[src/hdl/acs_pkg.sv]
`timescale 1ns / 1ps

package acs_pkg;

  // fixed field widths
  localparam int unsigned WC_W      = 5;
  localparam int unsigned ID_W      = 4;
  localparam int unsigned CFG_IDX_W = 1;
  localparam int unsigned CFG_DAT_W = 16;

  // operation codes
  localparam logic OP_START   = 1'b0;
  localparam logic OP_REQUEST = 1'b1;

  // configuration register indexes
  localparam logic [CFG_IDX_W-1:0] CFG_WORKER_COUNT = 1'b0;
  localparam logic [CFG_IDX_W-1:0] CFG_TOTAL_ITER   = 1'b1;

  // sequencer states
  typedef enum logic [3:0] {
    S_IDLE,
    S_OWN_RD,
    S_OWN_CHK,
    S_SCAN,
    S_DIV,
    S_DIV_FIN,
    S_PART,
    S_WB,
    S_RESP
  } state_e;

endpackage

[src/hdl/affinity_chunk_scheduler_core.sv]
`timescale 1ns / 1ps
// start: shared divider, then one block write per cycle
// own-block request: own read and check, divide, write back; steal request: a scan of all blocks before the divide
// the block table has one read and one write port, so a steal scan reads one block per cycle
// one transaction in flight: in_ready_o is high only in the idle state
// async active-low reset: all blocks read empty, worker_count = 1, total_iterations = 0
module affinity_chunk_scheduler_core
  import acs_pkg::*;
#(
  parameter int unsigned MAX_WORKERS = 16,
  parameter int unsigned ITER_WIDTH  = 16
) (
  input  logic                  clk_i,
  input  logic                  rst_ni,
  // configuration
  input  logic                  cfg_we_i,
  input  logic [CFG_IDX_W-1:0]  cfg_idx_i,
  input  logic [CFG_DAT_W-1:0]  cfg_wdata_i,
  // input channel
  input  logic                  in_valid_i,
  output logic                  in_ready_o,
  input  logic                  op_i,
  input  logic [ID_W-1:0]       worker_id_i,
  // output channel
  output logic                  out_valid_o,
  input  logic                  out_ready_i,
  output logic                  granted_o,
  output logic [ID_W-1:0]       source_worker_o,
  output logic [ITER_WIDTH-1:0] chunk_lo_o,
  output logic [ITER_WIDTH-1:0] chunk_hi_o
);

  localparam int unsigned W   = ITER_WIDTH;
  localparam int unsigned IW  = (MAX_WORKERS > 1) ? $clog2(MAX_WORKERS) : 1;
  localparam int unsigned CW  = $clog2(MAX_WORKERS + 1);
  localparam int unsigned DCW = $clog2(W + 1);

  // configuration registers
  logic [WC_W-1:0] wc_q;
  logic [W-1:0]    total_q;

  always_ff @(posedge clk_i or negedge rst_ni) begin
    if (!rst_ni) begin
      wc_q    <= WC_W'(1);
      total_q <= '0;
    end else if (cfg_we_i) begin
      case (cfg_idx_i)
        CFG_WORKER_COUNT: wc_q <= cfg_wdata_i[WC_W-1:0];
        CFG_TOTAL_ITER:   total_q <= W'(cfg_wdata_i);
        default:          ;
      endcase
    end
  end

  // effective worker count: zero counts as one, saturate at MAX_WORKERS
  logic [WC_W-1:0] n_eff;
  always_comb begin
    if (wc_q == '0) begin
      n_eff = WC_W'(1);
    end else if (32'(wc_q) > MAX_WORKERS) begin
      n_eff = WC_W'(MAX_WORKERS);
    end else begin
      n_eff = wc_q;
    end
  end

  // state and datapath registers
  state_e            state_q, state_d;
  logic              op_q, op_d;
  logic [ID_W-1:0]   id_q, id_d;
  logic              gnt_q, gnt_d;
  logic [IW-1:0]     src_q, src_d;
  logic [W-1:0]      best_q, best_d;
  logic [W-1:0]      lo_q, lo_d;
  logic [W-1:0]      hi_q, hi_d;
  logic [W-1:0]      res_q, res_d;
  logic [W-1:0]      acc_q, acc_d;
  logic [CW-1:0]     cnt_q, cnt_d;
  logic [WC_W-1:0]   div_rem_q, div_rem_d;
  logic [W-1:0]      div_quo_q, div_quo_d;
  logic [DCW-1:0]    div_cnt_q, div_cnt_d;

  // block table: {high, low} per worker, valid bits make unwritten entries read empty
  logic [2*W-1:0]         mem [MAX_WORKERS];
  logic [MAX_WORKERS-1:0] vld_q;
  logic [2*W-1:0]         rd_data_q;
  logic                   rd_vld_q;
  logic [IW-1:0]          rd_idx_q;
  logic [IW-1:0]          raddr;
  logic                   mem_we;
  logic [IW-1:0]          mem_waddr;
  logic [2*W-1:0]         mem_wdata;

  // output register
  logic            out_valid_q;
  logic            out_gnt_q;
  logic [ID_W-1:0] out_src_q;
  logic [W-1:0]    out_lo_q;
  logic [W-1:0]    out_hi_q;
  logic            out_free;
  logic            in_fire;

  assign in_ready_o = (state_q == S_IDLE);
  assign in_fire    = in_valid_i && in_ready_o;
  assign out_free   = !out_valid_q || out_ready_i;

  // entry read back from the table
  logic [W-1:0] ent_lo, ent_hi, ent_left;
  always_comb begin
    ent_lo   = rd_vld_q ? rd_data_q[W-1:0] : '0;
    ent_hi   = rd_vld_q ? rd_data_q[2*W-1:W] : '0;
    ent_left = (ent_hi > ent_lo) ? (ent_hi - ent_lo) : '0;
  end

  logic own_ok;
  assign own_ok = (32'(id_q) < MAX_WORKERS);

  // shared divider step: one quotient bit per cycle
  logic [WC_W:0]   div_trial;
  logic            div_bit;
  logic [W-1:0]    div_res;
  always_comb begin
    div_trial = {div_rem_q, div_quo_q[W-1]};
    div_bit   = (div_trial >= {1'b0, n_eff});
    div_res   = div_quo_q + W'(div_rem_q != '0);
  end

  // partition block end, clamped to total
  logic [W:0]   part_sum;
  logic [W-1:0] part_hi;
  logic         part_last;
  logic         part_use;
  always_comb begin
    part_sum  = {1'b0, acc_q} + {1'b0, res_q};
    part_hi   = (part_sum > {1'b0, total_q}) ? total_q : part_sum[W-1:0];
    part_last = (cnt_q == CW'(MAX_WORKERS - 1));
    part_use  = (32'(cnt_q) < 32'(n_eff));
  end

  logic scan_end;
  assign scan_end = (cnt_q == CW'(MAX_WORKERS));

  // datapath and table control
  always_comb begin
    op_d      = op_q;
    id_d      = id_q;
    gnt_d     = gnt_q;
    src_d     = src_q;
    best_d    = best_q;
    lo_d      = lo_q;
    hi_d      = hi_q;
    res_d     = res_q;
    acc_d     = acc_q;
    cnt_d     = cnt_q;
    div_rem_d = div_rem_q;
    div_quo_d = div_quo_q;
    div_cnt_d = div_cnt_q;
    raddr     = '0;
    mem_we    = 1'b0;
    mem_waddr = '0;
    mem_wdata = '0;

    case (state_q)
      S_IDLE: begin
        if (in_fire) begin
          op_d      = op_i;
          id_d      = worker_id_i;
          gnt_d     = 1'b0;
          src_d     = '0;
          best_d    = '0;
          lo_d      = '0;
          res_d     = '0;
          div_rem_d = '0;
          div_quo_d = total_q;
          div_cnt_d = '0;
        end
      end
      S_OWN_RD: begin
        raddr = IW'(id_q);
      end
      S_OWN_CHK: begin
        cnt_d  = '0;
        best_d = '0;
        if (own_ok && ent_left != '0) begin
          gnt_d     = 1'b1;
          src_d     = rd_idx_q;
          best_d    = ent_left;
          lo_d      = ent_lo;
          hi_d      = ent_hi;
          div_rem_d = '0;
          div_quo_d = ent_left;
          div_cnt_d = '0;
        end
      end
      S_SCAN: begin
        raddr = cnt_q[IW-1:0];
        cnt_d = cnt_q + CW'(1);
        // data from the previous cycle's read, lowest index wins a tie
        if (cnt_q != '0 && ent_left > best_q) begin
          best_d = ent_left;
          src_d  = rd_idx_q;
          lo_d   = ent_lo;
          hi_d   = ent_hi;
        end
        if (scan_end && best_d != '0) begin
          gnt_d     = 1'b1;
          div_rem_d = '0;
          div_quo_d = best_d;
          div_cnt_d = '0;
        end
      end
      S_DIV: begin
        div_rem_d = div_bit ? WC_W'(div_trial - {1'b0, n_eff}) : div_trial[WC_W-1:0];
        div_quo_d = {div_quo_q[W-2:0], div_bit};
        div_cnt_d = div_cnt_q + DCW'(1);
      end
      S_DIV_FIN: begin
        res_d = div_res;
        cnt_d = '0;
        acc_d = '0;
      end
      S_PART: begin
        mem_we    = 1'b1;
        mem_waddr = cnt_q[IW-1:0];
        mem_wdata = part_use ? {part_hi, acc_q} : '0;
        acc_d     = part_hi;
        cnt_d     = cnt_q + CW'(1);
      end
      S_WB: begin
        mem_we    = 1'b1;
        mem_waddr = src_q;
        mem_wdata = {hi_q, lo_q + res_q};
      end
      default: ;
    endcase
  end

  // next state
  always_comb begin
    state_d = state_q;
    case (state_q)
      S_IDLE: begin
        if (in_fire) begin
          state_d = (op_i == OP_START) ? S_DIV : S_OWN_RD;
        end
      end
      S_OWN_RD:  state_d = S_OWN_CHK;
      S_OWN_CHK: state_d = (own_ok && ent_left != '0) ? S_DIV : S_SCAN;
      S_SCAN: begin
        if (scan_end) begin
          state_d = (best_d != '0) ? S_DIV : S_RESP;
        end
      end
      S_DIV: begin
        if (div_cnt_q == DCW'(W - 1)) begin
          state_d = S_DIV_FIN;
        end
      end
      S_DIV_FIN: state_d = (op_q == OP_START) ? S_PART : S_WB;
      S_PART: begin
        if (part_last) begin
          state_d = S_RESP;
        end
      end
      S_WB: state_d = S_RESP;
      S_RESP: begin
        if (out_free) begin
          state_d = S_IDLE;
        end
      end
      default: state_d = S_IDLE;
    endcase
  end

  // control registers
  always_ff @(posedge clk_i or negedge rst_ni) begin
    if (!rst_ni) begin
      state_q <= S_IDLE;
    end else begin
      state_q <= state_d;
    end
  end

  // payload registers
  always_ff @(posedge clk_i) begin
    op_q      <= op_d;
    id_q      <= id_d;
    gnt_q     <= gnt_d;
    src_q     <= src_d;
    best_q    <= best_d;
    lo_q      <= lo_d;
    hi_q      <= hi_d;
    res_q     <= res_d;
    acc_q     <= acc_d;
    cnt_q     <= cnt_d;
    div_rem_q <= div_rem_d;
    div_quo_q <= div_quo_d;
    div_cnt_q <= div_cnt_d;
  end

  // block table write and registered read
  always_ff @(posedge clk_i) begin
    if (mem_we) begin
      mem[mem_waddr] <= mem_wdata;
    end
    rd_data_q <= mem[raddr];
    rd_idx_q  <= raddr;
  end

  always_ff @(posedge clk_i or negedge rst_ni) begin
    if (!rst_ni) begin
      vld_q    <= '0;
      rd_vld_q <= 1'b0;
    end else begin
      if (mem_we) begin
        vld_q[mem_waddr] <= 1'b1;
      end
      rd_vld_q <= vld_q[raddr];
    end
  end

  // result transaction register
  always_ff @(posedge clk_i or negedge rst_ni) begin
    if (!rst_ni) begin
      out_valid_q <= 1'b0;
    end else if (state_q == S_RESP && out_free) begin
      out_valid_q <= 1'b1;
    end else if (out_ready_i) begin
      out_valid_q <= 1'b0;
    end
  end

  always_ff @(posedge clk_i) begin
    if (state_q == S_RESP && out_free) begin
      out_gnt_q <= gnt_q;
      out_src_q <= gnt_q ? ID_W'(src_q) : '0;
      out_lo_q  <= gnt_q ? lo_q : '0;
      out_hi_q  <= gnt_q ? (lo_q + res_q) : '0;
    end
  end

  assign out_valid_o     = out_valid_q;
  assign granted_o       = out_gnt_q;
  assign source_worker_o = out_src_q;
  assign chunk_lo_o      = out_lo_q;
  assign chunk_hi_o      = out_hi_q;

`ifndef NO_ASSERTIONS
  // a granted chunk is never empty
  a_chunk_nonempty: assert property (@(posedge clk_i) disable iff (!rst_ni)
    (out_valid_o && granted_o) |-> (chunk_hi_o != chunk_lo_o))
    else $error("granted chunk is empty");

  // a result without a grant carries all-zero fields
  a_nogrant_zero: assert property (@(posedge clk_i) disable iff (!rst_ni)
    (out_valid_o && !granted_o) |->
      (source_worker_o == '0 && chunk_lo_o == '0 && chunk_hi_o == '0))
    else $error("no-grant result has nonzero fields");

  // one transaction at a time: busy right after an accept
  a_busy_after_accept: assert property (@(posedge clk_i) disable iff (!rst_ni)
    (in_valid_i && in_ready_o) |=> !in_ready_o)
    else $error("accepted a transaction while busy");
`endif

endmodule

[config.mk]
export PLATFORM = sky130hd
export DESIGN_NAME = affinity_chunk_scheduler_core
export DESIGN_NICKNAME = d
export VERILOG_FILES = /design/src/hdl/acs_pkg.sv /design/src/hdl/affinity_chunk_scheduler_core.sv
export SDC_FILE = /design/constraint.sdc
export NUM_CORES = 1
export LEC_CHECK = 0
export BUFFER_PORTS_ARGS = -buffer_cell sky130_fd_sc_hd__buf_2
export CAP_MARGIN = 20
export CORE_MARGIN = 4
export CORE_UTILIZATION = 40
export CTS_CLUSTER_SIZE = 8
export DETAILED_ROUTE_END_ITERATION = 8
export GPL_TIMING_DRIVEN = 0
export PLACE_DENSITY = 0.57
export SLEW_MARGIN = 20
export SYNTH_ARGS = -nofsm -noshare
export SYNTH_HDL_FRONTEND = slang
export SYNTH_SLANG_ARGS = --single-unit
[constraint.sdc]
create_clock -name clk_i -period 6.6 [get_ports clk_i]
set_input_delay 0.33 -clock clk_i [delete_from_list [all_inputs] [get_ports clk_i]]
set_output_delay 0.33 -clock clk_i [all_outputs]
set_load 0.01 [all_outputs]
==> Word-level counts from Yosys, hierarchy flattened <==
Memories as Yosys holds them, arrays and structs flattened. A register that Yosys moved wholly into a read port is not among the register bits.
Index checks and enable logic that the tools add are counted.
Widths: inputs -> output; s select.
{ "word_totals": {"ff_bits": 205, "ram_bits": 512, "input_bits": 27, "output_inout_bits": 39, "wordCells": 157, "n_memories": 1} }
{ "mem_list": {"columns": ["memory", "depth", "width", "rd", "rd_ports_with_merged_regs", "write_ports", "line_no", "text"], "rows": [
  ["mem", 16, 32, 1, 1, 1, "affinity_chunk_scheduler_core.sv:84", "logic [2*W-1:0] mem [MAX_WORKERS];"]
]} }
{ "op_classes": {"n_addsub": 7, "n_lt_le_gt_ge": 9, "eq_ne": 19, "muxes": 62, "n_bitwise": 2, "reduce_logical": 33} }
{ "op_table": {"columns": ["operator", "count"], "rows": [
  ["$mux 16", 16],
  ["$pmux 16 s2", 3],
  ["$pmux 16 s3", 2],
  ["$pmux 16 s4", 1],
  ["$pmux 32 s2", 1],
  ["$reduce_bool 16->1", 3],
  ["$pmux 5 s4", 2],
  ["$mux 4", 9],
  ["$pmux 4 s9", 1],
  ["$gt 16x16->1", 2],
  ["$mux 32", 1],
  ["$mux 5", 6],
  ["$add 16x16->17", 1],
  ["$gt 17x16->1", 1],
  ["$add 16x1->16", 1],
  ["$add 16x16->16", 1],
  ["$eq 4x3->1 const B", 4],
  ["$or 16x16->16", 1],
  ["$pmux 4 s2", 2],
  ["$sub 16x16->16", 1],
  ["$ne 2x2->1 const B", 7],
  ["$pmux 4 s3", 1],
  ["$reduce_and 4->1", 3],
  ["$mux 1", 11],
  ["other kinds (32)", 51]
]} }

==> Logic depth before layout (Yosys ltp) <==
{ "depth": {"word_depth": 12, "depth_mapped": 24, "mapped_depth_nobuf": 22} }

==> Worst setup path before layout <==
No wires, ideal clock.
{ "synth_path": {"path_type": "register -> register", "start": "register rd_vld_q", "end": "register div_cnt_q[0], enable pin", "setup_ns": 0.442, "arrival_ns": 6.186, "t_required_ns": 6.158, "path_slack_ns": -0.028, "path_stages_with_launch": 23, "path_buffers": 4, "period_less_slack_ns": 6.628, "path_cell_list": "dfrtp_1 > clkbuf_1 > nand2_1 > ha_1 > inv_1 > fa_1 > a21o_1 > a221oi_2 > o21ai_2 > o311ai_4 > clkbuf_1 > nor2_1 > ha_1 > a21oi_1 > o21ai_0 > nor4b_1 > a211o_1 > nand2b_1 > clkbuf_1 > nand2_1 > clkbuf_1 > nor3_1 > nor3_1"} }
{ "synth_between": {"elab_chain_cells": 11, "elab_cells_between_ends": 15, "classes_between": "add/sub (1); order compare (2); eq/ne (2); mux (5); reduce/logical (5)"} }
{ "synth_rtl": {"columns": ["item", "line_no", "text"], "rows": [
  ["from (decl)", "affinity_chunk_scheduler_core.sv:87", "logic rd_vld_q;"],
  ["from (signal assigned)", "affinity_chunk_scheduler_core.sv:318", "rd_vld_q <= vld_q[raddr];"],
  ["$mux 16 (on tied branches)", "affinity_chunk_scheduler_core.sv:111, affinity_chunk_scheduler_core.sv:110", null],
  ["$sub 16x16->16 / $gt 16x16->1 (equally long branches)", "affinity_chunk_scheduler_core.sv:112", "ent_left = (ent_hi > ent_lo) ? (ent_hi - ent_lo) : '0;"],
  ["$mux 16 *", "affinity_chunk_scheduler_core.sv:112", null],
  ["$gt 16x16->1", "affinity_chunk_scheduler_core.sv:199", "if (cnt_q != '0 && ent_left > best_q) begin"],
  ["$logic_and 1x1->1", "affinity_chunk_scheduler_core.sv:199", null],
  ["$mux 16", "affinity_chunk_scheduler_core.sv:199", null],
  ["$mux 16", "affinity_chunk_scheduler_core.sv:163", "case (state_q)"],
  ["$reduce_bool 16->1", "affinity_chunk_scheduler_core.sv:205", "if (scan_end && best_d != '0) begin"],
  ["$logic_and 1x1->1", "affinity_chunk_scheduler_core.sv:205", null],
  ["$ne 2x2->1 (no source line)", null, null],
  ["$reduce_and 4->1 (no source line) *", null, null],
  ["to (signal assigned)", "affinity_chunk_scheduler_core.sv:298", "div_cnt_q <= div_cnt_d;"],
  ["to (decl)", "affinity_chunk_scheduler_core.sv:81", "logic [DCW-1:0] div_cnt_q, div_cnt_d;"]
]} }
Every way passes the cells marked *; elsewhere a longest branch is shown, timed or not. The select of a mux whose other input is x is not followed.
A chain may end at the register's enable or synchronous reset.

==> Worst setup path after layout <==
{ "layout_path": {"start": "register rd_vld_q", "end": "register state_q[2]"} }
{ "layout_between": {"elab_chain_cells": 12, "elab_cells_between_ends": 17, "classes_between": "add/sub (1); order compare (2); mux (11); reduce/logical (3)"} }
{ "layout_rtl": {"columns": ["item", "line_no", "text"], "rows": [
  ["$mux 16 (on tied branches)", "affinity_chunk_scheduler_core.sv:111, affinity_chunk_scheduler_core.sv:110", null],
  ["$sub 16x16->16 / $gt 16x16->1 (equally long branches)", "affinity_chunk_scheduler_core.sv:112", null],
  ["$mux 16 *", "affinity_chunk_scheduler_core.sv:112", null],
  ["$gt 16x16->1", "affinity_chunk_scheduler_core.sv:199", null],
  ["$logic_and 1x1->1", "affinity_chunk_scheduler_core.sv:199", null],
  ["$mux 16", "affinity_chunk_scheduler_core.sv:199", null],
  ["$mux 16", "affinity_chunk_scheduler_core.sv:163", null],
  ["$pmux 16 s3", "affinity_chunk_scheduler_core.sv:163", null],
  ["$reduce_bool 16->1", "affinity_chunk_scheduler_core.sv:251", "state_d = (best_d != '0) ? S_DIV : S_RESP;"],
  ["$mux 4", "affinity_chunk_scheduler_core.sv:251", null],
  ["$mux 4", "affinity_chunk_scheduler_core.sv:250", "if (scan_end) begin"],
  ["$pmux 4 s9 *", "affinity_chunk_scheduler_core.sv:241", "case (state_q)"],
  ["to (signal assigned)", "affinity_chunk_scheduler_core.sv:280", "state_q <= state_d;"],
  ["to (decl)", "affinity_chunk_scheduler_core.sv:68", "state_e state_q, state_d;"]
]} }
Marked as above.

==> out/qor.yml <==
status:
  outcome: "completed"
synthesis:
  synthTopCellsByArea: "edfxtp_1 (59%), nand2_1 (7.1%), ha_1 (3.6%)"
  ys_types: 70
  yosys.area.top_type: "edfxtp_1"
  synth_sequential_area_ratio_pct: 65.5
  synth_edf_count: 654
  postSynth.asyncResetShare_pct: 5.74
  synth-warning-count: 0
  synth_seq_cells: 749
  ys.flop_type: "edfxtp_1"
  synth_most_common_cell: "edfxtp_1"
  synthesis.instances: 2794
  synth.top_cells.by_count: "edfxtp_1 (654), nand2_1 (631), nand3_1 (163), nor2_1 (130), clkbuf_1 (122)"
  syn-cell-area_sq_mm: 0.0332
  synthesis.nets: 2920
  post-synth-top-area-fraction_pct: 59.2
  post_synth.cell_area_avg_sq_um: 11.9
detailed_routing:
  vias_per_cell: 5.60
  vias: 23300
  drc: 0
  wire_per_inst_microns: 24.0
  finalWirelength_microns: 99900
  drt-initial-drc-count: 2245
  antenna_violating_nets_post_route: 0
  detailedRoute.firstPassIterationCount: 7
finish:
  largest_reg_flops: 512
  area_delta_synth_final_pct: 17.1
  largest_register: "mem"
  layoutNonFillerInstCount: 4154
  nets: 3144
  largest_registers: "mem: 512 flops, rd_data_q: 32 flops"
  finish.instance_area_sq_mm: 0.0389
  layout.filler_cells: 7325
  layout-drive-gt1-share_pct: 9.93
worst_setup_path:
  worst_ep_arrival_time_ns: 6.78
  crit_path_start_kind: "flip-flop"
  timing.reg2reg.worst_path_depth: 21
  cp_slowest_cell: "ha_1"
  critical_path.endpoint: "state_q[2]"
  path_max_fanout: 10
  timing.critical_path.mode_cell: "nand4_1"
  rr_endpoint: "state_q[2]"
  crit_path_max_incr_delay_ns: 0.45
  path_cells: "buf_1 > nand2_1 > ha_1 > a21oi_1 > nand4_1 > and3b_1 > o32ai_2 > xnor2_1 > and2_1 > ha_1 > nand4_1 > or3_1 > nand3_1 > a211o_1 > a21oi_1 > clkbuf_2 > a32oi_1 > nand4_1 > nor4_1 > a31oi_1 > a311o_1"
  r2r_start: "rd_vld_q"
  timing.reg2reg.setup_slack_ns: 0.34
  critPathKind: "flip-flop to flip-flop"
  crit_path_end_kind: "flip-flop"
  setup.worst_path.start: "rd_vld_q"
  timing.critical_path.required_ns: 7.12
power_and_ir_drop:
  switchingPower_uw: 6360
  p_int_uw: 11000
  max-vdd-ir-drop_mv: 0.311
  areal_power_density_over_the_cells_mw_per_mm2: 446
  p_seq_share_pct: 36.5
  static-leakage-power_uw: 0.0143
  p_sw_share_pct: 36.7
  power.combinational.fraction_pct: 35.2
  clk_network_pwr_share_pct: 28.3
floorplanning:
  floorplan.die.height_microns: 296
  std_cell_rows: 105
  die-width_microns: 296
  core_sq_mm: 0.0821
  starting_density_of_the_core_pct: 40.4
  die_area_sq_mm: 0.0877
  io_pins: 66
cts:
  cts.htree.levels: 3
  tritoncts_clock_tree: "yes"
  clk_root_buffer_cell: "clkbuf_16"
  clock-sinks: 749
  ctsLongestPathBuffers: 3
  cts_made_buffers: 104
  worst_skew_pair.late_latency_ns: 0.67
  clk_pin_slew_ns: 0.05
timing:
  hold_violations: 0
  max_slew.worst_pin.slew_ns: 1.01
  post-route-period-util_pct: 94.8
  timing.final.max_slew_violations: 0
  grt_setup_unrepaired: "false"
  finalSetupViolCount: 0
  setup_slack_ns: 0.341
  fmax_ghz: 0.160
  skew_ns: 0.0315
  timing.slew.headroom_pct: 32.2
  period_minus_slack_ns: 6.26
hold_path:
  hold_path.class: "input port to flip-flop"
global_routing:
  global_route_wire_length_before_repair_microns: 147000
  pin_count_of_the_biggest_net_entering_global_routing: 44
  number_of_global_route_vias_before_repair: 23400
  gr-total-overflow: 0
  grt_antenna_before_repair: 3
  track_usage_pct: 22.5
place:
  buffer_ports.inserted: 65
  dp_slack_ns: -0.302
  area_post_placement_sq_mm: 0.0356
  place_hpwl_microns: 74600
  placedCellCount: 3957
  globalplace.congestion: 0.906
run:
  max_cap_viol_count: 0
[final cells by class]
class	instances	area [sq um]	area share, %
Inverter	60	225	0.579
Tap cell	1070	1340	3.44
Buffer	147	564	1.45
Clock buffer	162	2830	7.28
Multi-Input combinational cell	1838	10900	28.0
Timing Repair Buffer	118	1120	2.87
Antenna cell	2	5.00	0.0129
Sequential cell	749	21800	56.0
Clock inverter	8	163	0.418
[kinds of logic (layout without fill, tap and decap cells)]
kind of cell / after synthesis / after routing / synth area share, %
AO/OA/AOI/OAI: 431 / 431 / 8.99
XOR/XNOR: 56 / 56 / 1.48
adder cells (fa/ha/maj): 99 / 99 / 3.82
buffers and inverters: 207 / 495 / 2.37
flip-flops: 749 / 749 / 65.5
multiplexers: 45 / 45 / 1.44
other: 0 / 2 / 0
AND/OR/NAND/NOR: 1207 / 1207 / 16.4
[power by group through the flow]
stage                     Sequential, uW  Combinational (uW)  Clock, uW
after global placement              6430                5720          0
after global routing                6370                6670       5180
after floorplan                     6250                3980          0
final                               6330                6100       4900
after detailed placement            6420                5950          0
after CTS                           6330                6020       4980
[worst max-delay path, delay by kind of cell (launching register included)]
| kind | cells | cell delay [ns] |
|---|---|---|
| and+or+nand+nor | 9 | 2.29 |
| xor gates and xnor gates | 1 | 0.20 |
| DFF | 1 | 0.43 |
| buffers and inverters | 2 | 0.69 |
| AOI/OAI and AO/OA | 7 | 1.76 |
| adders and majority gates | 2 | 0.76 |
[layout by cell type (no fill, tap or decap), types with 18 or more instances in the layout]
cell type,synthesis,final
a21o_1,18,18
a21oi_1,100,100
a22o_1,19,19
a311oi_1,100,100
a31oi_1,41,41
and2_1,64,64
and3_1,85,85
buf_1,18,19
buf_2,7,71
clkbuf_1,122,175
clkbuf_16,0,104
dfrtp_1,42,42
dfxtp_1,52,52
dlygate4sd3_1,0,23
edfxtp_1,654,654
ha_1,95,95
inv_1,59,59
mux2_2,23,23
mux2i_1,22,22
nand2_1,631,631
nand3_1,163,163
nor2_1,130,111
nor3_1,35,34
o21ai_0,69,50
or2_2,20,20
xnor2_1,37,37
xor2_1,19,19
[per-stage QoR]
| stage | utilization (%) | TNS, ns | power [uW] | hold WS [ns] |
|---|---|---|---|---|
| after floorplan | - | 0 | 10200 | 0.0344 |
| after global placement | 42.5 | -53.96 | 12200 | 0.451 |
| after detailed placement | 43.3 | -5.80 | 12400 | 0.454 |
| after CTS | 47.3 | 0 | 17300 | 0.150 |
| after global routing | 47.3 | 0 | 18200 | 0.240 |
| final | 47.3 | 0 | 17300 | 0.194 |
[per-layer routing]
metal  global-route usage [%]  vias up  wire (microns)
met3                     3.70      181            6370
li1                         -    10700               -
met5                        0        -               0
met2                     39.4      806           50000
met4                     7.85        0            3320
met1                     28.4    11500           40200
[what timing repair did]
item                                    4_1_cts  5_1_grt
setup buffers                                 2        0
gates resized for setup                       1        9
endpoints found under the setup margin       27       64
pin swaps                                     1        0
hold buffers                                 23        0
hold endpoints to repair                     69        0
[worst min path at each step]
stage	depth (start not counted)	from	endpoint	slack (ns)
after global routing	4	cfg_idx_i	wc_q[4]	0.24
final	4	cfg_idx_i	wc_q[4]	0.19
after CTS	5	cfg_idx_i	wc_q[4]	0.15
after detailed placement	1	vld_q[7]	vld_q[7]	0.45
after global placement	1	vld_q[2]	vld_q[2]	0.45
after floorplan	0	rst_ni	out_valid_o	0.03
Power figures use the tool's default switching activity.
